<file path="src/rtl/csim_pkg.sv">
`default_nettype none

package csim_pkg;

    localparam int ELEM_W     = 16;   // port width of one element
    localparam int NORM_W     = 40;   // squared-norm accumulators
    localparam int DOT_W      = 41;   // signed dot-product accumulator
    localparam int PROD_W     = 80;   // 40 x 40 product
    localparam int CAND_W     = 116;  // candidate s^2 * na * nb during the search
    localparam int SIM_W      = 17;   // unsigned Q1.16 result
    localparam int SEARCH_TOP = 16;   // top result bit, 1.0 in Q1.16
    localparam int DIGIT_W    = 8;    // multiplier digit per cycle
    localparam int MUL_STEPS  = 5;    // NORM_W / DIGIT_W digits
    localparam int QUEUE_DEPTH = 2;

    typedef struct packed {
        logic [DOT_W-1:0]  dot;
        logic [NORM_W-1:0] norm_a;
        logic [NORM_W-1:0] norm_b;
        logic              bad;
        logic              dot_pos;
    } snap_t;

endpackage

`default_nettype wire

</file>
<file path="src/rtl/csim_queue.sv">
`default_nettype none

module csim_queue (
    input  wire logic            clk,
    input  wire logic            rst_n,
    input  wire logic            push,
    input  wire csim_pkg::snap_t push_data,
    input  wire logic            pop,
    output csim_pkg::snap_t      pop_data,
    output logic                 full,
    output logic                 empty
);

    localparam int D  = csim_pkg::QUEUE_DEPTH;
    localparam int PTR_W = (D > 1) ? $clog2(D) : 1;
    localparam int CNT_W = $clog2(D + 1);

    csim_pkg::snap_t          entry_reg [D];
    logic [PTR_W-1:0]         wr_ptr_reg, wr_ptr_next;
    logic [PTR_W-1:0]         rd_ptr_reg, rd_ptr_next;
    logic [CNT_W-1:0]         count_reg, count_next;

    assign full     = (count_reg == CNT_W'(D));
    assign empty    = (count_reg == '0);
    assign pop_data = entry_reg[rd_ptr_reg];

    always_comb
    begin
        wr_ptr_next = wr_ptr_reg;
        rd_ptr_next = rd_ptr_reg;
        count_next  = count_reg;
        if (push)
            wr_ptr_next = (wr_ptr_reg == PTR_W'(D - 1)) ? '0 : wr_ptr_reg + 1'b1;
        if (pop)
            rd_ptr_next = (rd_ptr_reg == PTR_W'(D - 1)) ? '0 : rd_ptr_reg + 1'b1;
        if (push && !pop)
            count_next = count_reg + 1'b1;
        else if (pop && !push)
            count_next = count_reg - 1'b1;
    end

    always_ff @(posedge clk or negedge rst_n)
    begin
        if (!rst_n)
        begin
            wr_ptr_reg <= '0;
            rd_ptr_reg <= '0;
            count_reg  <= '0;
        end
        else
        begin
            wr_ptr_reg <= wr_ptr_next;
            rd_ptr_reg <= rd_ptr_next;
            count_reg  <= count_next;
        end
    end

    always_ff @(posedge clk)
    begin
        if (push)
            entry_reg[wr_ptr_reg] <= push_data;
    end

endmodule

`default_nettype wire

</file>
<file path="config.mk">
export PLATFORM = sky130hd
export DESIGN_NAME = csim_queue
export DESIGN_NICKNAME = d
export VERILOG_FILES = /design/src/rtl/csim_pkg.sv /design/src/rtl/csim_queue.sv
export SDC_FILE = /design/constraint.sdc
export NUM_CORES = 1
export LEC_CHECK = 0
export BUFFER_PORTS_ARGS = -buffer_cell sky130_fd_sc_hd__buf_2
export CORE_UTILIZATION = 52
export CTS_CLUSTER_DIAMETER = 40
export DETAILED_ROUTE_END_ITERATION = 8
export GPL_TIMING_DRIVEN = 0
export PLACE_DENSITY = 0.85
export SLEW_MARGIN = 20
export SYNTH_ARGS = -nofsm -noshare
export SYNTH_HDL_FRONTEND = slang
export SYNTH_SLANG_ARGS = --single-unit
</file>
<file path="constraint.sdc">
create_clock -name clk -period 7.8 [get_ports clk]
set_input_delay 1.56 -clock clk [delete_from_list [all_inputs] [get_ports clk]]
set_output_delay 1.56 -clock clk [all_outputs]
set_load 0.005 [all_outputs]
</file>
# Yosys cells after proc, flatten, opt, wreduce, memory -nomap -nowiden
# Memories as Yosys holds them, arrays and structs flattened.
# Index checks and enable logic that the tools add are counted.
# word_totals
regBits	4
latch_bits	0
mem_bits_rw	246
romBits	0
in_bits	127
word_cells	21
mem_count	1
# classes
n_addsub	4
mul	0
n_div	0
n_lt_le_gt_ge	0
n_eq_ne	1
shift	0
mux	6
n_bitwise	0
reduce_logical	6
# mem_list
memory	words	word_bits	rd	rd_clocked_by_memory_dff	write_ports	line	text
entry_reg	2	123	1	0	1	csim_queue.sv:18	csim_pkg::snap_t entry_reg [D];
# ops
cell	count
1-bit two-way mux	4
2-bit two-way mux	2
1-bit adder, second input constant	2
2-bit by 1-bit adder with 2-bit output, second input constant	1
2-bit equality test, second input constant	1
1-bit logical AND	2
1-bit zero test	2
2-bit zero test	1
2-bit nonzero test	1
2-bit by 1-bit subtractor with 2-bit output, second input constant	1

# Logic depth before layout (Yosys ltp)
# logic_depth
ltp_word	4
ltp_mapped	5
depth_no_buf	5

# Worst setup path before layout
# OpenSTA, ideal clock, no wires.
# synth_path
path_type	in2reg
from	in push
to	mem entry_reg[0][0] (netlist bit), enable pin
setup_time_ns	0.621
arrival_ns	6.895
t_required_ns	7.179
slack_ns	0.284
stages	1
cell_sequence	nor2b_1
# synth_via
elab_chain_cells	2
# synth_lines
element	line	text
from (decl)	csim_queue.sv:6	input wire logic push,
1-bit two-way mux	csim_queue.sv:60	if (push)
1-bit two-way mux (implied by the code)	csim_queue.sv:61	entry_reg[wr_ptr_reg] <= push_data;
to (decl)	csim_queue.sv:18	
# Every way passes these cells.

==> results.cfg <==
[cells_and_area]
fillerInstances = 1109
area.growth.synth_to_final_pct = 28.6
final_cell_mix = 257 x buf_2, 246 x edfxtp_1, 63 x mux2_2, 60 x mux2_4, 29 x clkbuf_16
multi_input_logic_area_um2 = 1700
mostFrequentLayoutCell = buf_2
layout.nets = 816
finish.utilization_pct = 68.9
antenna_cells_inserted = 0
drive_gt1_share_pct = 62.4
register_area_um2 = 7490
largest_reg_flops = 246

[cts]
cts_sinks = 250
cts_tree = done
holdBufCountCts = 0
cts_made_buffers = 29
post-cts-setup-buffers = 0
cts-resized-gates = 0
clkLatencyLatePin_ps = 520
root_buffer = clkbuf_16
clk_path_buf_depth = 3
clk_transition_reported_paths_ps = 60
ctsHtreeMaxLevel = 1

[power]
power_density_relative_to_cell_area_nw_per_um2 = 367
static-leakage-power_uw = 0.00474
irDropWorstVdd_mv = 0.283

[sta]
tightestPinTransition_ps = 645
final_critical_path_setup_slack_ps = 4420
finalCriticalPeriod_ps = 3380
final-max-slew-violation-count = 0
finalCritPeriodShare_pct = 43.3
clock_skew_ps = 7.10
rsz0062_at_grt = false
maxSlewHeadroom_pct = 56.9
timing.setup.tns_ps = 0
count_of_endpoints_failing_setup_in_the_final_report = 0
fin_hold_viols = 0
fmaxAchievable_mhz = 296

[floorplan]
floorplan.core_area_um2 = 17400
dieArea_um2 = 18400
die_y_um = 136
dieWidth_um = 136
starting_density_of_the_core_pct = 53.6
design.portCount = 252
floorplan.rows = 48

[drt]
drcViolationCount = 0
number_of_vias_in_the_routed_layout = 4739
postRouteWirelength_um = 17300
dr.first_iter.drc_count = 195
drt-pass1-iter-count = 6
detail_route.vias_per_cell = 5.07
wl_per_cell_um = 18.5
number_of_nets_with_antenna_violations_after_routing = 0

[grt]
via_count_of_the_first_global_routing_pass = 4990
globalRouteOverflowTotal = 0
grt_max_degree = 48
grt_util_all_layers_pct = 18.2
grt_first_pass_wirelength_um = 25500
grt_antenna_before_repair = 0

[setup_path]
critical_path.reg2reg.endpoint = entry_reg[0][46]
startpoint_type_of_the_worst_setup_path = register
critical_r2r_launch = wr_ptr_reg
library_cell_appearing_most_often_on_the_critical_path = buf_6
critPathSlowestCell = dfrtp_1
critical_path_required_ps = 6240
ff2ff_path_depth = 4
crit_arrival_ps = 1820
crit_start = rd_ptr_reg
critPathKind = register to output pin
timing.critical_path.cells = buf_6, buf_6, buf_6, mux2_4, buf_2
timing.critical_path.to = pop_data[37]
critPathCaptureType = output pin
worst-path-max-fanout = 10
slowest_delay_ps = 330
worst-r2r-setup-slack_ps = 5850

[synthesis]
syn_avg_cell_area_um2 = 23.3
post_synth_instance_area_um2 = 9300
synth-seq-cells = 250
synthDistinctLibCells = 13
synth.yosys.seq_area_share_pct = 80.5
syn-num-nets = 527
synthesis.instances = 399
synthesis.yosys.warnings = 0

[job]
max-cap-violations = 0

[place]
dp.final_hpwl_um = 12000
post-place-ws_ps = 4550
gp_routability_congestion = 0.711
port_buffers = 251

[hold_path]
timing.hold.worst.class = register to register

[run_status]
result_of_the_run = complete, no violations
-- metrics by stage --
| step | hold WS (ps) | instance area, um^2 | cells | total power [uW] |
|---|---|---|---|---|
| global route | 548 | 12000 | 935 | 4580 |
| global placement | 470 | 10800 | 875 | 3090 |
| floorplan | 455 | 9300 | 399 | 2650 |
| detailed placement | 512 | 11000 | 882 | 3130 |
| finish | 520 | 12000 | 935 | 4390 |
| CTS | 519 | 12000 | 935 | 4450 |
-- how the worst min path moves through the flow --
stage                      start      endpoint  slack, ps  cells after the start
floorplan             wr_ptr_reg    wr_ptr_reg        460                      1
global placement      wr_ptr_reg    wr_ptr_reg        470                      1
detailed placement  count_reg[1]  count_reg[1]        510                      1
CTS                 count_reg[1]  count_reg[1]        520                      1
global route        count_reg[1]  count_reg[1]        550                      1
finish              count_reg[1]  count_reg[1]        520                      1
-- Yosys cell counts --
cell | number | area share, %
mux2_4 | 60 | 9.7
nor2_1 | 2 | 0.081
edfxtp_1 | 246 | 79
and2_1 | 1 | 0.067
mux2_2 | 63 | 7.6
buf_6 | 8 | 0.97
dfrtp_1 | 4 | 1.1
nor2b_1 | 2 | 0.13
buf_2 | 6 | 0.32
xnor2_1 | 1 | 0.094
inv_1 | 1 | 0.040
xor2_1 | 4 | 0.38
ha_1 | 1 | 0.13
-- worst max-delay path: cells and delay by family (launching register included) --
kind	cells	cell delay (ps)
multiplexers	1	320
flip-flops	1	330
buffers and inverters	4	650
-- routing by layer --
layer	routed length, um	vias to the layer above	GRT usage (%)
met2	8820	197	31.9
li1	-	2169	-
met5	0	-	0
met4	480	0	6.74
met3	1450	43	5.31
met1	6550	2330	21.0
-- layout make-up --
cell class	count	share of cell area, %
Buffer	14	1.00
Clock buffer	35	6.25
Clock inverter	18	1.64
Inverter	1	0.0314
Multi-Input combinational cell	134	14.2
Sequential cell	250	62.6
Tap cell	225	2.35
Timing Repair Buffer	258	11.9
-- cell families after synthesis --
| logic type | share of synthesized area (%) |
|---|---|
| adder cells (fa/ha/maj) | 0.134 |
| AND/OR/NAND/NOR | 0.282 |
| buffers and inverters | 1.33 |
| XOR/XNOR | 0.471 |
| flip-flops | 80.5 |
| multiplexers | 17.3 |
-- power by group --
part / internal [uW] / total (uW) / switching, uW
Sequential: 1780 / 1850 / 65.8
Combinational: 671 / 1240 / 572
Clock: 790 / 1300 / 510
No activity file was read; power rests on OpenSTA's default activity.
