===== src/rtl/csim_pkg.sv =====
`default_nettype none

package csim_pkg;

    localparam int ELEM_W     = 16;   // port width of one element
    localparam int NORM_W     = 40;   // squared-norm accumulators
    localparam int DOT_W      = 41;   // signed dot-product accumulator
    localparam int PROD_W     = 80;   // 40 x 40 product
    localparam int CAND_W     = 116;  // candidate s^2 * na * nb during the search
    localparam int SIM_W      = 17;   // unsigned Q1.16 result
    localparam int SEARCH_TOP = 16;   // top result bit, 1.0 in Q1.16
    localparam int DIGIT_W    = 8;    // multiplier digit per cycle
    localparam int MUL_STEPS  = 5;    // NORM_W / DIGIT_W digits
    localparam int QUEUE_DEPTH = 2;

    typedef struct packed {
        logic [DOT_W-1:0]  dot;
        logic [NORM_W-1:0] norm_a;
        logic [NORM_W-1:0] norm_b;
        logic              bad;
        logic              dot_pos;
    } snap_t;

endpackage

`default_nettype wire


===== src/rtl/csim_front.sv =====
`default_nettype none

module csim_front #(
    parameter int ELEM_BITS = 16
) (
    input  wire logic                          clk,
    input  wire logic                          rst_n,
    input  wire logic                          in_valid,
    output logic                               in_ready,
    input  wire logic [csim_pkg::ELEM_W-1:0]   elem_a,
    input  wire logic [csim_pkg::ELEM_W-1:0]   elem_b,
    input  wire logic                          a_present,
    input  wire logic                          b_present,
    input  wire logic                          last,
    output logic                               push,
    output csim_pkg::snap_t                    push_data,
    input  wire logic                          full
);

    localparam int PW = 2 * ELEM_BITS;
    localparam int NW = csim_pkg::NORM_W;
    localparam int DW = csim_pkg::DOT_W;
    localparam int SW = ((PW > DW) ? PW : DW) + 1;

    logic [ELEM_BITS-1:0] raw_a;
    logic [ELEM_BITS-1:0] raw_b;
    logic signed [ELEM_BITS-1:0] ea;
    logic signed [ELEM_BITS-1:0] eb;

    generate
        if (ELEM_BITS <= csim_pkg::ELEM_W) begin : g_narrow
            assign raw_a = elem_a[ELEM_BITS-1:0];
            assign raw_b = elem_b[ELEM_BITS-1:0];
        end else begin : g_wide
            assign raw_a = {{(ELEM_BITS-csim_pkg::ELEM_W){1'b0}}, elem_a};
            assign raw_b = {{(ELEM_BITS-csim_pkg::ELEM_W){1'b0}}, elem_b};
        end
    endgenerate

    assign ea = $signed(raw_a);
    assign eb = $signed(raw_b);

    // product stage
    logic                 s1_valid_reg;
    logic                 s1_both_reg;
    logic                 s1_one_reg;
    logic                 s1_last_reg;
    logic [PW-1:0]        prod_aa_reg;
    logic [PW-1:0]        prod_bb_reg;
    logic signed [PW-1:0] prod_ab_reg;

    // accumulator stage
    logic [NW-1:0] norm_a_reg, norm_a_next;
    logic [NW-1:0] norm_b_reg, norm_b_next;
    logic [DW-1:0] dot_reg, dot_next;
    logic          mismatch_reg, mismatch_next;
    logic          pair_reg, pair_next;

    logic [SW-1:0] na_wide, nb_wide, dot_wide;
    logic [NW-1:0] na_upd, nb_upd;
    logic [DW-1:0] dot_upd;
    logic          mismatch_upd, pair_upd;
    logic          blocked;
    logic [SW-DW:0] dot_top;

    assign blocked  = s1_valid_reg && s1_last_reg && full;
    assign in_ready = !blocked;

    always_ff @(posedge clk or negedge rst_n)
    begin
        if (!rst_n)
        begin
            s1_valid_reg <= 1'b0;
        end
        else if (in_ready)
        begin
            s1_valid_reg <= in_valid;
        end
    end

    always_ff @(posedge clk)
    begin
        if (in_valid && in_ready)
        begin
            s1_both_reg <= a_present && b_present;
            s1_one_reg  <= a_present ^ b_present;
            s1_last_reg <= last;
            prod_aa_reg <= PW'(ea * ea);
            prod_bb_reg <= PW'(eb * eb);
            prod_ab_reg <= PW'(ea * eb);
        end
    end

    always_comb
    begin
        na_wide  = SW'(norm_a_reg) + SW'(prod_aa_reg);
        nb_wide  = SW'(norm_b_reg) + SW'(prod_bb_reg);
        dot_wide = {{(SW-DW){dot_reg[DW-1]}}, dot_reg}
                 + {{(SW-PW){prod_ab_reg[PW-1]}}, prod_ab_reg};
        dot_top  = dot_wide[SW-1:DW-1];

        na_upd       = norm_a_reg;
        nb_upd       = norm_b_reg;
        dot_upd      = dot_reg;
        mismatch_upd = mismatch_reg;
        pair_upd     = pair_reg;

        if (s1_both_reg)
        begin
            // saturate norms at all ones, dot within its signed range
            na_upd = (|na_wide[SW-1:NW]) ? {NW{1'b1}} : na_wide[NW-1:0];
            nb_upd = (|nb_wide[SW-1:NW]) ? {NW{1'b1}} : nb_wide[NW-1:0];
            if ((&dot_top) || !(|dot_top))
                dot_upd = dot_wide[DW-1:0];
            else if (dot_wide[SW-1])
                dot_upd = {1'b1, {(DW-1){1'b0}}};
            else
                dot_upd = {1'b0, {(DW-1){1'b1}}};
            pair_upd = 1'b1;
        end
        else if (s1_one_reg)
        begin
            mismatch_upd = 1'b1;
        end

        push_data.dot     = dot_upd;
        push_data.norm_a  = na_upd;
        push_data.norm_b  = nb_upd;
        push_data.bad     = !pair_upd || mismatch_upd || (na_upd == '0) || (nb_upd == '0);
        push_data.dot_pos = !dot_upd[DW-1] && (dot_upd != '0);

        push = s1_valid_reg && s1_last_reg && !full;

        norm_a_next   = norm_a_reg;
        norm_b_next   = norm_b_reg;
        dot_next      = dot_reg;
        mismatch_next = mismatch_reg;
        pair_next     = pair_reg;
        if (s1_valid_reg && !blocked)
        begin
            if (s1_last_reg)
            begin
                norm_a_next   = '0;
                norm_b_next   = '0;
                dot_next      = '0;
                mismatch_next = 1'b0;
                pair_next     = 1'b0;
            end
            else
            begin
                norm_a_next   = na_upd;
                norm_b_next   = nb_upd;
                dot_next      = dot_upd;
                mismatch_next = mismatch_upd;
                pair_next     = pair_upd;
            end
        end
    end

    always_ff @(posedge clk or negedge rst_n)
    begin
        if (!rst_n)
        begin
            norm_a_reg   <= '0;
            norm_b_reg   <= '0;
            dot_reg      <= '0;
            mismatch_reg <= 1'b0;
            pair_reg     <= 1'b0;
        end
        else
        begin
            norm_a_reg   <= norm_a_next;
            norm_b_reg   <= norm_b_next;
            dot_reg      <= dot_next;
            mismatch_reg <= mismatch_next;
            pair_reg     <= pair_next;
        end
    end

endmodule

`default_nettype wire


===== config.mk =====
export PLATFORM = sky130hd
export DESIGN_NAME = csim_front
export DESIGN_NICKNAME = d
export VERILOG_FILES = /design/src/rtl/csim_pkg.sv /design/src/rtl/csim_front.sv
export SDC_FILE = /design/constraint.sdc
export NUM_CORES = 2
export LEC_CHECK = 0
export BUFFER_PORTS_ARGS = -buffer_cell sky130_fd_sc_hd__buf_2
export CAP_MARGIN = 20
export CORE_ASPECT_RATIO = 1.75
export CORE_MARGIN = 4
export CORE_UTILIZATION = 55
export CTS_BUF_LIST = sky130_fd_sc_hd__clkbuf_4
export CTS_CLUSTER_DIAMETER = 40
export CTS_CLUSTER_SIZE = 40
export DETAILED_ROUTE_END_ITERATION = 16
export GPL_ROUTABILITY_DRIVEN = 0
export HOLD_SLACK_MARGIN = 0.12
export PLACE_DENSITY = 0.69
export SYNTH_ARGS = -nofsm -noshare
export SYNTH_HDL_FRONTEND = slang
export SYNTH_SLANG_ARGS = --single-unit

===== constraint.sdc =====
create_clock -name clk -period 13.6 [get_ports clk]
set_input_delay 2.72 -clock clk [delete_from_list [all_inputs] [get_ports clk]]
set_output_delay 2.72 -clock clk [all_outputs]
set_load 0.05 [all_outputs]

# Word level (Yosys, flattened, before mapping)
# Index checks and enable logic that the tools add are counted.
[totals] wordCells=57 out_inout_bits=125 register_bits=223
[op_classes] muxes=15 bitwise_logic=1 reduce_logical=23 n_mul=3 addsub=3
[op_table] op="$mux W40" count=6
[op_table] op="$mux W41" count=4
[op_table] op="$mul A16 B16 Y32" count=3
[op_table] op="$add A40 B32 Y41" count=2
[op_table] op="$logic_not A40 Y1" count=2
[op_table] op="$add A41 B32 Y42" count=1
[op_table] op="$reduce_bool A41 Y1" count=1
[op_table] op="$logic_and A1 B1 Y1" count=7
[op_table] op="$reduce_or A2 Y1" count=3
[op_table] op="$logic_not A1 Y1" count=5
[op_table] op="$mux W1" count=5
[op_table] op="$logic_or A1 B1 Y1" count=4
[op_table] op="$reduce_and A2 Y1" count=1
[op_table] op="$xor A1 B1 Y1" count=1

# Depth between registers and ports, before layout
[logic_depth] depth_word=8 mapped_depth=29

# Worst setup path after synthesis
# OpenSTA, ideal clock, no wires.
[synth_path] kind="input -> register" start="in elem_b[1] (netlist bit)" end="reg prod_ab_reg[31], data pin" cell_stages=25 setup_slack_ps=4382 setup_time_ps=260 arrival_time_ps=8958 path_cell_list="clkbuf_1 clkbuf_1 nand2_1 inv_1 fa_1 fa_1 fa_1 fa_1 fa_1 inv_1 fa_1 inv_1 ha_1 a21o_1 a21oi_1 nor2b_1 o21ai_0 nand2b_1 a21o_1 or4_1 a31oi_1 o21bai_1 a21o_1 a21oi_1 xnor2_1"
[synth_between] elab_chain_len=1
[synth_rtl] element="from (decl)" line_no="csim_front.sv:11" text="input wire logic [csim_pkg::ELEM_W-1:0] elem_b,"
[synth_rtl] element="$mul A16 B16 Y32" line_no="csim_front.sv:90" text="prod_ab_reg <= PW'(ea * eb);"
[synth_rtl] element="to (signal assigned)" line_no="csim_front.sv:90"
[synth_rtl] element="to (decl)" line_no="csim_front.sv:50" text="logic signed [PW-1:0] prod_ab_reg;"
# Every way passes these cells.
# A chain may end at the register's enable or synchronous reset.

# Worst setup path in the final report
[layout_path] start="in elem_a[15] (netlist bit)" end="reg prod_ab_reg[31], data pin"
[layout_between] elab_chain_len=1
[layout_rtl] element="from (decl)" line_no="csim_front.sv:10" text="input wire logic [csim_pkg::ELEM_W-1:0] elem_a,"
[layout_rtl] element="$mul A16 B16 Y32" line_no="csim_front.sv:90"
# Every way passes these cells.

==> impl_metrics.py <==
metrics = {
    "outcome": {
        "status": "finished clean",
    },
    "timing": {
        "max_freq_ghz": 0.101,
        "relSlewSlack_pct": 39.1,
        "min_period_over_period_pct": 73.1,
        "fin_ws_ns": 3.66,
        "tightest_slew_ns": 0.890,
        "min_period_ns": 9.94,
        "finalClockSkew_ns": 0.103,
        "hold_viol": 0,
        "timing.hold.ws_ns": 0.516,
        "rsz0062_at_grt": "no",
        "finalMaxSlewViolations": 0,
        "setup_viol": 0,
        "finalSetupTns_ns": 0,
    },
    "route": {
        "wl_per_cell_um": 19.7,
        "routed-via-count": 32600,
        "via_per_inst": 5.74,
        "drt_iter0_drc": 1853,
        "drc": 0,
        "routed_wl_mm": 112,
        "drtAntennaViolNets": 0,
        "first_pass_iters": 7,
    },
    "synth": {
        "yosys.area_share.adder_pct": 45.2,
        "synth-main-ff-cell": "dfrtp_1",
        "async_flop_share_pct": 56.1,
        "synth_edf_count": 97,
        "synth_xor_area_share_pct": 4.18,
        "muxShareOfSynthArea_pct": 0.774,
        "synth_cells": 4618,
        "ys_ff_latch": 221,
        "avgSynthCellArea_sq_um": 9.21,
        "yosysWarnings": 0,
        "synth_top_family_by_area": "adder cells",
        "ys_types": 89,
        "seq_area_frac_synth_pct": 14.1,
        "synth_compound_area_share_pct": 12.4,
        "syn-cell-area_sq_mm": 0.0425,
        "synth-simple-area-share_pct": 12.7,
        "syn_nets": 5756,
    },
    "finish": {
        "final_nets": 5775,
        "area_growth_pct": 4.72,
        "layout-drive-gt1-share_pct": 6.16,
        "fin_area_sq_mm": 0.0445,
        "largest_reg_flops": 41,
        "layout_common_cells": "inv_1 (984), fa_1 (730), nand2_1 (406)",
        "fillers": 6907,
        "mostFrequentLayoutCell": "inv_1",
    },
    "place": {
        "dpl.hpwl_mm": 89.0,
        "pre_cts_slack_ns": 2.89,
        "place_area_sq_mm": 0.0440,
        "portBuffers": 163,
    },
    "die": {
        "die_h_um": 376,
        "die-area_sq_mm": 0.0820,
        "start_util_pct": 55.6,
        "die-width_um": 218,
        "core_sq_mm": 0.0765,
        "ios": 164,
        "rows": 134,
    },
    "global_route": {
        "antenna_found_initial": 9,
        "grt_max_degree": 73,
        "grtUsageTotal_pct": 27.9,
        "grt_pass1_vias": 35200,
        "grt_pass1_wl_mm": 181,
        "overflow": 0,
    },
    "worst_hold_path": {
        "worstHoldStart": "mismatch_reg",
        "worstHoldPathType": "flop to flop",
        "hold_depth": 2,
        "min_to": "mismatch_reg",
    },
    "setup_path": {
        "critPathBufInv": 5,
        "cp_max_fo": 32,
        "r2r_end": "dot_reg[18]",
        "crit_required_ns": 14.14,
        "slowest_delay_ns": 0.92,
        "cp-start-kind": "input pin",
        "reg2reg_depth": 12,
        "critPathKind": "input pin to flop",
        "rr_startpoint": "prod_ab_reg[11]",
        "cp_common_cell": "fa_1",
        "arrival_ns": 10.48,
        "critPathCaptureType": "flop",
        "startpoint": "elem_a[15]",
        "crit_family": "adder cells",
        "slowest_stage": "fa_1",
        "r2r_slack_ns": 8.85,
    },
    "cts": {
        "cts_made_buffers": 26,
        "clk_latency_ns": 0.86,
        "cts_sinks": 221,
        "cts_resized": 0,
        "clk_pin_slew_ns": 0.21,
        "cts_buffer_depth": 3,
        "h-tree-depth": 1,
        "cts_hold_buf": 0,
        "cts_setup_buffers": 0,
        "cts-root-buf": "clkbuf_4",
        "cts_tree": "yes",
    },
    "run": {
        "drv_cap": 0,
    },
}
## metal layers
layer,part of all wire (%),GRT usage [%]
met1,36,31.2
met2,52,50.7
met3,5.2,3.47
met5,0.045,0
met4,6.9,15.9
## cells by family after synthesis
family / Yosys count
xor+xnor: 203
flops: 221
mux: 32
compound gates: 767
simple gates: 1113
fa+ha+maj: 1100
buf+inv: 1182
## worst max-delay path by stage
stage / cells after the start / endpoint / slack (ns)
6_report: 25 / prod_ab_reg[31] / 3.66
3_3_place_gp: 25 / prod_ab_reg[31] / 2.94
3_5_place_dp: 25 / prod_ab_reg[31] / 2.89
4_1_cts: 16 / push_data[0] / 3.73
5_1_grt: 25 / prod_ab_reg[31] / 3.36
2_1_floorplan: 25 / prod_ab_reg[31] / 4.38
## metrics by stage
stage | util [%] | instances
3_3_place_gp | 57.6 | 5629
5_1_grt | 58.2 | 5679
4_1_cts | 58.2 | 5677
3_5_place_dp | 57.6 | 5629
6_report | 58.2 | 5683
2_1_floorplan | - | 4618
## worst reg2reg max path, delay by kind of cell, from the launching register on
| kind | cells | cell delay [ns] |
|---|---|---|
| AO/OA/AOI/OAI | 8 | 2.22 |
| AND/OR/NAND/NOR | 3 | 1.58 |
| flip-flops | 1 | 0.46 |
| adder cells (fa/ha/maj) | 1 | 0.40 |
## area by class of cell
class / count / area, sq um / share of cell area, %
multi-input combinational: 3215 / 32100 / 72.0
sequential: 221 / 6020 / 13.5
inverter: 988 / 3710 / 8.33
tap: 1020 / 1280 / 2.87
timing repair buffer: 185 / 987 / 2.22
clock inverter: 20 / 267 / 0.598
clock buffer: 28 / 210 / 0.472
antenna: 6 / 15.0 / 0.0337
## cells in the mapped netlist, types with 32 or more instances
cell type | instances | share of area [%]
a21o_1 | 91 | 1.6
ha_1 | 369 | 11
nand3_1 | 47 | 0.55
a22o_1 | 94 | 1.9
o21ai_0 | 112 | 1.3
nand2_1 | 407 | 3.6
xor2_1 | 50 | 1.0
edfxtp_1 | 97 | 6.8
xnor2_1 | 153 | 3.2
inv_1 | 985 | 8.7
o21a_1 | 40 | 0.71
clkbuf_1 | 177 | 1.6
and2_1 | 213 | 3.1
a31oi_1 | 32 | 0.47
nor2_1 | 202 | 1.8
dfrtp_1 | 124 | 7.3
fa_1 | 730 | 34
a21oi_1 | 181 | 2.1
nor3_1 | 38 | 0.45
Power is left out: the tool's default activity adds up to more than one toggle a clock period on the data nets, which glitch-free logic cannot reach.
