### src/rtl/csim_pkg.sv
`default_nettype none

package csim_pkg;

    localparam int ELEM_W     = 16;   // port width of one element
    localparam int NORM_W     = 40;   // squared-norm accumulators
    localparam int DOT_W      = 41;   // signed dot-product accumulator
    localparam int PROD_W     = 80;   // 40 x 40 product
    localparam int CAND_W     = 116;  // candidate s^2 * na * nb during the search
    localparam int SIM_W      = 17;   // unsigned Q1.16 result
    localparam int SEARCH_TOP = 16;   // top result bit, 1.0 in Q1.16
    localparam int DIGIT_W    = 8;    // multiplier digit per cycle
    localparam int MUL_STEPS  = 5;    // NORM_W / DIGIT_W digits
    localparam int QUEUE_DEPTH = 2;

    typedef struct packed {
        logic [DOT_W-1:0]  dot;
        logic [NORM_W-1:0] norm_a;
        logic [NORM_W-1:0] norm_b;
        logic              bad;
        logic              dot_pos;
    } snap_t;

endpackage

`default_nettype wire

### src/rtl/csim_back.sv
`default_nettype none

module csim_back (
    input  wire logic                         clk,
    input  wire logic                         rst_n,
    input  wire csim_pkg::snap_t              q_data,
    input  wire logic                         q_empty,
    output logic                              pop,
    output logic                              out_valid,
    input  wire logic                         out_ready,
    output logic [csim_pkg::SIM_W-1:0]        similarity,
    output logic                              invalid
);

    localparam int NW = csim_pkg::NORM_W;
    localparam int PW = csim_pkg::PROD_W;
    localparam int CW = csim_pkg::CAND_W;
    localparam int SW = csim_pkg::SIM_W;
    localparam int GW = csim_pkg::DIGIT_W;
    localparam int KW = $clog2(csim_pkg::SEARCH_TOP + 1);
    localparam int MCW = $clog2(csim_pkg::MUL_STEPS);
    localparam int FRAC = 2 * csim_pkg::SEARCH_TOP;

    typedef enum logic [2:0] {
        ST_IDLE,
        ST_MUL_P,
        ST_MUL_T,
        ST_ADD,
        ST_CMP,
        ST_DONE
    } state_t;

    state_t           state_reg, state_next;
    logic [PW-1:0]    mul_a_reg, mul_a_next;
    logic [NW-1:0]    mul_b_reg, mul_b_next;
    logic [PW-1:0]    mul_acc_reg, mul_acc_next;
    logic [MCW-1:0]   mul_cnt_reg, mul_cnt_next;
    logic [NW-1:0]    dot_hold_reg, dot_hold_next;
    logic [CW-1:0]    t_reg, t_next;        // dot^2 * 2^32
    logic [CW-1:0]    q_reg, q_next;        // s^2 * na * nb
    logic [CW-1:0]    rs_reg, rs_next;      // s * na * nb shifted to the current bit
    logic [CW-1:0]    pk_reg, pk_next;      // na * nb shifted to twice the current bit
    logic [CW-1:0]    cand_reg, cand_next;
    logic [SW-1:0]    s_reg, s_next;
    logic [KW-1:0]    k_reg, k_next;
    logic             bad_reg, bad_next;
    logic             out_valid_reg, out_valid_next;
    logic [SW-1:0]    out_sim_reg, out_sim_next;
    logic             out_bad_reg, out_bad_next;

    logic [PW-1:0]    mul_term;
    logic [PW-1:0]    mul_sum;
    logic             fits;
    logic [CW-1:0]    rs_acc;

    assign out_valid  = out_valid_reg;
    assign similarity = out_sim_reg;
    assign invalid    = out_bad_reg;

    always_comb
    begin
        mul_term = mul_a_reg * PW'(mul_b_reg[GW-1:0]);
        mul_sum  = mul_acc_reg + mul_term;
        fits     = (cand_reg <= t_reg);
        rs_acc   = rs_reg + (fits ? (pk_reg << 1) : '0);

        state_next     = state_reg;
        mul_a_next     = mul_a_reg;
        mul_b_next     = mul_b_reg;
        mul_acc_next   = mul_acc_reg;
        mul_cnt_next   = mul_cnt_reg;
        dot_hold_next  = dot_hold_reg;
        t_next         = t_reg;
        q_next         = q_reg;
        rs_next        = rs_reg;
        pk_next        = pk_reg;
        cand_next      = cand_reg;
        s_next         = s_reg;
        k_next         = k_reg;
        bad_next       = bad_reg;
        out_valid_next = out_valid_reg;
        out_sim_next   = out_sim_reg;
        out_bad_next   = out_bad_reg;
        pop            = 1'b0;

        if (out_ready)
            out_valid_next = 1'b0;

        case (state_reg)
            ST_IDLE:
            begin
                if (!q_empty)
                begin
                    pop      = 1'b1;
                    bad_next = q_data.bad;
                    s_next   = '0;
                    if (q_data.bad || !q_data.dot_pos)
                    begin
                        state_next = ST_DONE;
                    end
                    else
                    begin
                        mul_a_next    = PW'(q_data.norm_a);
                        mul_b_next    = q_data.norm_b;
                        mul_acc_next  = '0;
                        mul_cnt_next  = '0;
                        dot_hold_next = q_data.dot[NW-1:0];
                        state_next    = ST_MUL_P;
                    end
                end
            end

            ST_MUL_P, ST_MUL_T:
            begin
                mul_acc_next = mul_sum;
                mul_a_next   = mul_a_reg << GW;
                mul_b_next   = mul_b_reg >> GW;
                mul_cnt_next = mul_cnt_reg + 1'b1;
                if (mul_cnt_reg == MCW'(csim_pkg::MUL_STEPS - 1))
                begin
                    mul_acc_next = '0;
                    mul_cnt_next = '0;
                    if (state_reg == ST_MUL_P)
                    begin
                        pk_next    = {{(CW-PW-FRAC){1'b0}}, mul_sum, {FRAC{1'b0}}};
                        mul_a_next = PW'(dot_hold_reg);
                        mul_b_next = dot_hold_reg;
                        state_next = ST_MUL_T;
                    end
                    else
                    begin
                        t_next     = {{(CW-PW-FRAC){1'b0}}, mul_sum, {FRAC{1'b0}}};
                        q_next     = '0;
                        rs_next    = '0;
                        k_next     = KW'(csim_pkg::SEARCH_TOP);
                        state_next = ST_ADD;
                    end
                end
            end

            ST_ADD:
            begin
                cand_next  = q_reg + rs_reg + pk_reg;
                state_next = ST_CMP;
            end

            ST_CMP:
            begin
                if (fits)
                begin
                    q_next = cand_reg;
                    s_next = s_reg | (SW'(1) << k_reg);
                end
                // 1.0 fits: nothing above it may be tried
                if ((k_reg == '0) || (fits && (k_reg == KW'(csim_pkg::SEARCH_TOP))))
                begin
                    state_next = ST_DONE;
                end
                else
                begin
                    rs_next    = rs_acc >> 1;
                    pk_next    = pk_reg >> 2;
                    k_next     = k_reg - 1'b1;
                    state_next = ST_ADD;
                end
            end

            ST_DONE:
            begin
                if (!out_valid_reg || out_ready)
                begin
                    out_valid_next = 1'b1;
                    out_sim_next   = s_reg;
                    out_bad_next   = bad_reg;
                    state_next     = ST_IDLE;
                end
            end

            default:
            begin
                state_next = ST_IDLE;
            end
        endcase
    end

    always_ff @(posedge clk or negedge rst_n)
    begin
        if (!rst_n)
        begin
            state_reg     <= ST_IDLE;
            mul_a_reg     <= '0;
            mul_b_reg     <= '0;
            mul_acc_reg   <= '0;
            mul_cnt_reg   <= '0;
            dot_hold_reg  <= '0;
            t_reg         <= '0;
            q_reg         <= '0;
            rs_reg        <= '0;
            pk_reg        <= '0;
            cand_reg      <= '0;
            s_reg         <= '0;
            k_reg         <= '0;
            bad_reg       <= 1'b0;
            out_valid_reg <= 1'b0;
            out_sim_reg   <= '0;
            out_bad_reg   <= 1'b0;
        end
        else
        begin
            state_reg     <= state_next;
            mul_a_reg     <= mul_a_next;
            mul_b_reg     <= mul_b_next;
            mul_acc_reg   <= mul_acc_next;
            mul_cnt_reg   <= mul_cnt_next;
            dot_hold_reg  <= dot_hold_next;
            t_reg         <= t_next;
            q_reg         <= q_next;
            rs_reg        <= rs_next;
            pk_reg        <= pk_next;
            cand_reg      <= cand_next;
            s_reg         <= s_next;
            k_reg         <= k_next;
            bad_reg       <= bad_next;
            out_valid_reg <= out_valid_next;
            out_sim_reg   <= out_sim_next;
            out_bad_reg   <= out_bad_next;
        end
    end

endmodule

`default_nettype wire

### config.mk
export PLATFORM = sky130hd
export DESIGN_NAME = csim_back
export DESIGN_NICKNAME = d
export VERILOG_FILES = /design/src/rtl/csim_pkg.sv /design/src/rtl/csim_back.sv
export SDC_FILE = /design/constraint.sdc
export NUM_CORES = 2
export LEC_CHECK = 0
export BUFFER_PORTS_ARGS = -buffer_cell sky130_fd_sc_hd__buf_2
export CAP_MARGIN = 30
export CELL_PAD_IN_SITES_DETAIL_PLACEMENT = 0
export CELL_PAD_IN_SITES_GLOBAL_PLACEMENT = 1
export CORE_MARGIN = 2
export CORE_UTILIZATION = 40
export CTS_CLUSTER_SIZE = 20
export DETAILED_ROUTE_END_ITERATION = 16
export PLACE_DENSITY = 0.78
export RECOVER_POWER = 25
export SYNTH_ARGS = -nofsm -noshare
export SYNTH_HDL_FRONTEND = slang
export SYNTH_SLANG_ARGS = --single-unit
### constraint.sdc
create_clock -name clk -period 16.3 [get_ports clk]
set_clock_uncertainty 0.1 [all_clocks]
set_input_delay 0.815 -clock clk [delete_from_list [all_inputs] [get_ports clk]]
set_output_delay 0.815 -clock clk [all_outputs]
set_load 0.05 [all_outputs]
Yosys cells after proc, flatten, opt, wreduce, memory -nomap -nowiden
Index checks and enable logic that the tools add are counted.
Cells by class
  bitwise operators: 4
  multipliers: 1
  eq/ne operators: 15
  reductions and logical operators: 22
  shifts and indexed selects: 1
  $add $sub $neg: 6
  muxes and demuxes: 48
  $lt $le $gt $ge: 1
Operator list (count)
  $mux 116: 8
  $pmux 116 s2: 3
  $mux 80: 7
  $add 116x116->116: 3
  $pmux 80 s2: 2
  $mux 40: 4
  $le 116x112->1: 1
  $add 80x80->80: 1
  $mul 80x8->80: 1
  $pmux 40 s2: 1
  $mux 17: 2
  $pmux 17 s2: 1
  $mux 3: 8
  $or 17x17->17: 1
  $shl 1x5->17 const A: 1
  $ne 2x2->1 const B: 8
  $mux 5: 3
  $pmux 3 s5: 1
  $reduce_and 3->1: 5
  $reduce_and 4->1: 3
  $pmux 5 s2: 1
  $eq 3x3->1 const B: 3
  $eq 3x2->1 const B: 2
  $mux 1: 6
  other kinds (14): 22
Word-level totals
  output and inout bits: 20
  word-level logic and storage cells: 115
  register bits after elaboration: 832

Longest topological paths before layout
  depth after elaboration: 5
  gate-level depth with buffers: 29

Least setup slack after synthesis
No wires, ideal clock.
  kind: register to register
  start point: reg cand_reg[115]
  end point: reg rs_reg[111]
  setup time: 0.122 ns
  setup slack: 9.660 ns
  data required time: 16.078 ns
  arrival time: 6.418 ns
  cell stages (with the launch flop): 28
  period minus slack after synthesis: 6.640 ns
  cells stage by stage: dfrtp_1 or4_1 nor2_1 nand3_1 nand3b_1 nand4b_1 a221oi_1 nor3_1 nor2_1 clkbuf_1 clkbuf_1 clkbuf_1 nor2_1 ha_1 clkbuf_1 nand3_1 or4_4 a31oi_4 o31a_4 a311oi_4 or4_4 a211oi_2 o2111ai_1 a2111oi_2 o21ai_1 a2111oi_2 mux2i_1 nand2_1
On the way
  word-level cells in the longest chain between the ends: 5
  elaborated cells between the ends (all ways): 9
RTL lines
  start: declaration: RTL line csim_back.sv:43  | logic [CW-1:0] cand_reg, cand_next;
  start signal: assignment: RTL line csim_back.sv:220  | cand_reg <= cand_next;
  $le 116x112->1 *: RTL line csim_back.sv:64  | fits = (cand_reg <= t_reg);
  $mux 116 or $logic_and 1x1->1 (tied branches): RTL line csim_back.sv:65, csim_back.sv:155
  $add 116x116->116 or $logic_or 1x1->1 (tied branches): RTL line csim_back.sv:65, csim_back.sv:155
  $mux 116 or $ne 2x2->1 (tied branches)
  $pmux 116 s2 or $reduce_and 4->1 (tied branches)
  end signal: assignment: RTL line csim_back.sv:218  | rs_reg <= rs_next;
  end: declaration: RTL line csim_back.sv:41  | logic [CW-1:0] rs_reg, rs_next;
Every way passes the cells marked *; elsewhere a longest branch is shown, timed or not. The select of a mux whose other input is x is not followed.
A chain may end at the register's enable or synchronous reset.

Worst setup path in the final report
Ends and elaborated chain as after synthesis.

==> parameters.txt <==
Parameter                              Value

Synthesis
  Number of flops mapped to enable cells by yosys    0
  Flops & latches, synth    827
  Count of yosys warnings during synthesis    0
  Number of nets in the synthesized netlist    9,344
  Syn Std Cell Area    71,700 um^2
  Instance count of the mapped netlist    8,176
  Most used flip-flop cell after synthesis    dfrtp_1
  Mean instance size in the synthesized netlist    8.77 um^2
  Share of synthesized registers carrying an async set or reset    1.00
  Synth unique cells    84
  Post-synthesis sequential area ratio    0.289

Worst setup path
  Critical path capture point type    register
  Delay of the slowest cell on the worst path    0.94 ns
  Cell with the largest stage delay on the worst path    a221oi_1
  Critical path arrival    10.05 ns
  Crit-path max FO    31
  Critical path startpoint    cand_reg[115]
  Data required, critical path    16.83 ns
  Worst setup SP type    register
  Cells along the critical path    or4_1, nor2_1, nand3_1, nand3b_1, nand4b_1, a221oi_1, nor3_1, nor2_4, buf_4, nor2_1, ha_1, nand4_2, or4_4, a31oi_4, o31a_4, a311oi_4, or4_4, a211oi_2, o2111ai_1, a2111oi_2, o21ai_1, a2111oi_2, mux2i_1, nand2_1
  Startpoint-to-endpoint class of the critical path    register to register
  Cell depth of the worst flop-to-flop path    24
  Beginning of the worst register-to-register path    cand_reg[115]

Drt
  Total number of vias    58,000
  Detailed-routing iteration count for the pre-antenna-repair pass    5
  Wire length reported by the detailed router    214,000 um
  Wire length per cell    20.5 um
  Via density per instance    5.55
  Iteration-0 DRC count of the detailed router    4,786
  Number of nets still failing antenna checks after routing    0
  DRC violations left    0

Worst hold path
  Worst min-delay path category    input port to register
  Hold_sp    q_data[111]
  WHS Path Cells    2

CTS
  Clock input transition at the sequential cells of the worst setup and hold paths    0.07 ns
  Largest buffer count on any clock path    3
  H-tree Lvls    3
  Post-CTS Resized    0
  Clock latency reported for the late side of the worst-skew pair    0.74 ns
  Total number of clock tree sinks    827
  TritonCTS buffer count    100
  Clock tree from TritonCTS    yes
  Clock tree root driver cell    clkbuf_16
  Count of hold buffers inserted by post-cts repair    0
  Post-CTS setup buffers    0

Timing
  Final setup viols    0
  Hold violation total from the final report    0
  Slew of the pin with the lowest slew margin    6.10 ns
  Achievable clock frequency    105 MHz
  Shortest period the worst path allows    9.52 ns
  Setup repair after global routing missed its margin    no
  Share of the cycle needed by the critical path after routing    0.584
  Fin. max-slew vios    461
  Accumulated negative setup slack    0 ns
  Worst-case headroom to the max-slew limit    -3.07

Finish
  Final nets    9,163
  Area grow syn2layout    8.56%
  Ratio of cells with drive above 1 in the final layout    0.0635

Global routing
  First-pass GRT wire length    343,000 um
  Number of global-route vias before repair    59,100
  GR Overflow Total    0
  Maximum number of pins on one net before global-route repair    183
  Initial antenna violation count    7
  Total routing resource utilization after global routing    0.238

Floorplan
  Die Span X    427 um
  Standard-cell rows    155
  Total Die Area    183,000 um^2
  Initial Utilization    0.402
  Die H    427 um
  IO Count    147
  Area of the core    178,000 um^2

Run status
  Outcome    complete, but fails checks
  Failing checks    max-capacitance violations, max-slew violations

Place
  RD Place Congestion    0.956
  Sum of net half-perimeters after detailed placement    166,000 um
  Number of buffer cells added on primary ports    145

Run
  Number of max-cap violations    7
## synthesized netlist by cell type (62+ instances only)
cell type | number | share of area
o21ai_1 | 167 | 0.012
dfrtp_1 | 827 | 0.29
ha_1 | 405 | 0.071
nand4_1 | 130 | 0.011
nor3_1 | 64 | 0.0045
nor2b_1 | 129 | 0.011
nor2_1 | 329 | 0.017
a31oi_1 | 117 | 0.010
xnor2_1 | 189 | 0.023
fa_1 | 636 | 0.18
o21bai_1 | 69 | 0.0072
a221oi_1 | 65 | 0.0079
a22o_1 | 174 | 0.021
nand2_1 | 1261 | 0.066
buf_1 | 62 | 0.0032
a21o_1 | 195 | 0.020
mux2_2 | 68 | 0.011
nand3_1 | 104 | 0.0073
xor2_1 | 124 | 0.015
a21oi_1 | 511 | 0.036
and2_1 | 358 | 0.031
inv_1 | 831 | 0.043
clkbuf_1 | 442 | 0.023
o21ai_0 | 468 | 0.033
## layout by cell type, fill, tap and decap left out, drive strengths merged, types with 33 or more instances in the layout
cell type / Yosys / final
inv: 831 / 837
a31oi: 118 / 118
nor2: 329 / 329
o21bai: 69 / 69
nand3: 104 / 104
o21ai: 635 / 635
nor3: 64 / 64
mux2: 68 / 68
and3: 52 / 52
o31ai: 33 / 33
nor2b: 129 / 129
dfrtp: 827 / 827
a221oi: 65 / 65
clkbuf: 444 / 157
o21a: 35 / 35
nand4: 131 / 131
nand2: 1261 / 1261
a21o: 195 / 195
a22o: 174 / 174
buf: 65 / 212
xor2: 124 / 124
a21oi: 511 / 511
fa: 636 / 636
ha: 405 / 405
xnor2: 189 / 189
and2: 358 / 358
## per-layer routing
layer	track usage	wire (um)	up-vias
met5	0	0	-
met4	0.0636	5780	0
met3	0.0317	10900	256
met2	0.374	97200	1473
met1	0.343	101000	29200
li1	-	-	27000
## kinds of logic (layout without fill, tap and decap cells)
group / Yosys count / in the layout / share of synthesized area
fa+ha+maj: 1041 / 1041 / 0.248
xor+xnor: 313 / 313 / 0.0382
buf+inv: 1340 / 1241 / 0.0702
flops: 827 / 827 / 0.289
compound gates: 2028 / 2028 / 0.178
other cells: 0 / 6 / 0
simple gates: 2550 / 2550 / 0.165
mux: 77 / 77 / 0.0119
## final cells by class
class	count	area, um^2
Fill cell	17600	100000
Multi-Input combinational cell	6009	46100
Sequential cell	827	20700
Inverter	831	3120
Tap cell	2355	2950
Clock buffer	145	2940
Timing Repair Buffer	226	1470
Clock inverter	39	537
Antenna cell	6	15.0
## worst paths after layout
check / slack, ns / endpoint
setup / recovery: 6.78 / rs_reg[111]
hold / removal: 0.20 / dot_hold_reg[29]
setup reg to reg: 6.78 / rs_reg[111]
hold reg to reg: 0.38 / mul_acc_reg[10]
max in group asynchronous: 7.69 / q_reg[57]
min in group asynchronous: 2.25 / dot_hold_reg[36]
## worst max-delay path, delay by kind of cell, from the launching register on
family / cells / cell delay, ns
adder cells (fa/ha/maj): 1 / 0.44
AO/OA/AOI/OAI: 9 / 3.50
buffers and inverters: 1 / 0.42
AND/OR/NAND/NOR: 12 / 4.28
flip-flops: 1 / 0.38
multiplexers: 1 / 0.23
## metrics by stage
stage | hold slack (ns) | area (um^2) | setup slack [ns] | util | cells
2_1_floorplan | 0.348 | 71700 | 9.66 | - | 8176
6_report | 0.200 | 77900 | 6.78 | 0.437 | 10400
5_1_grt | 0.164 | 77800 | 6.22 | 0.437 | 10400
4_1_cts | 0.0265 | 77800 | 6.83 | 0.436 | 10400
3_5_place_dp | 0.372 | 74300 | 6.88 | 0.417 | 10200
3_3_place_gp | 0.360 | 74100 | 6.83 | 0.416 | 10200
Power is not shown: default switching activity piles up to over one toggle a cycle in this logic, so the estimate is an artifact.
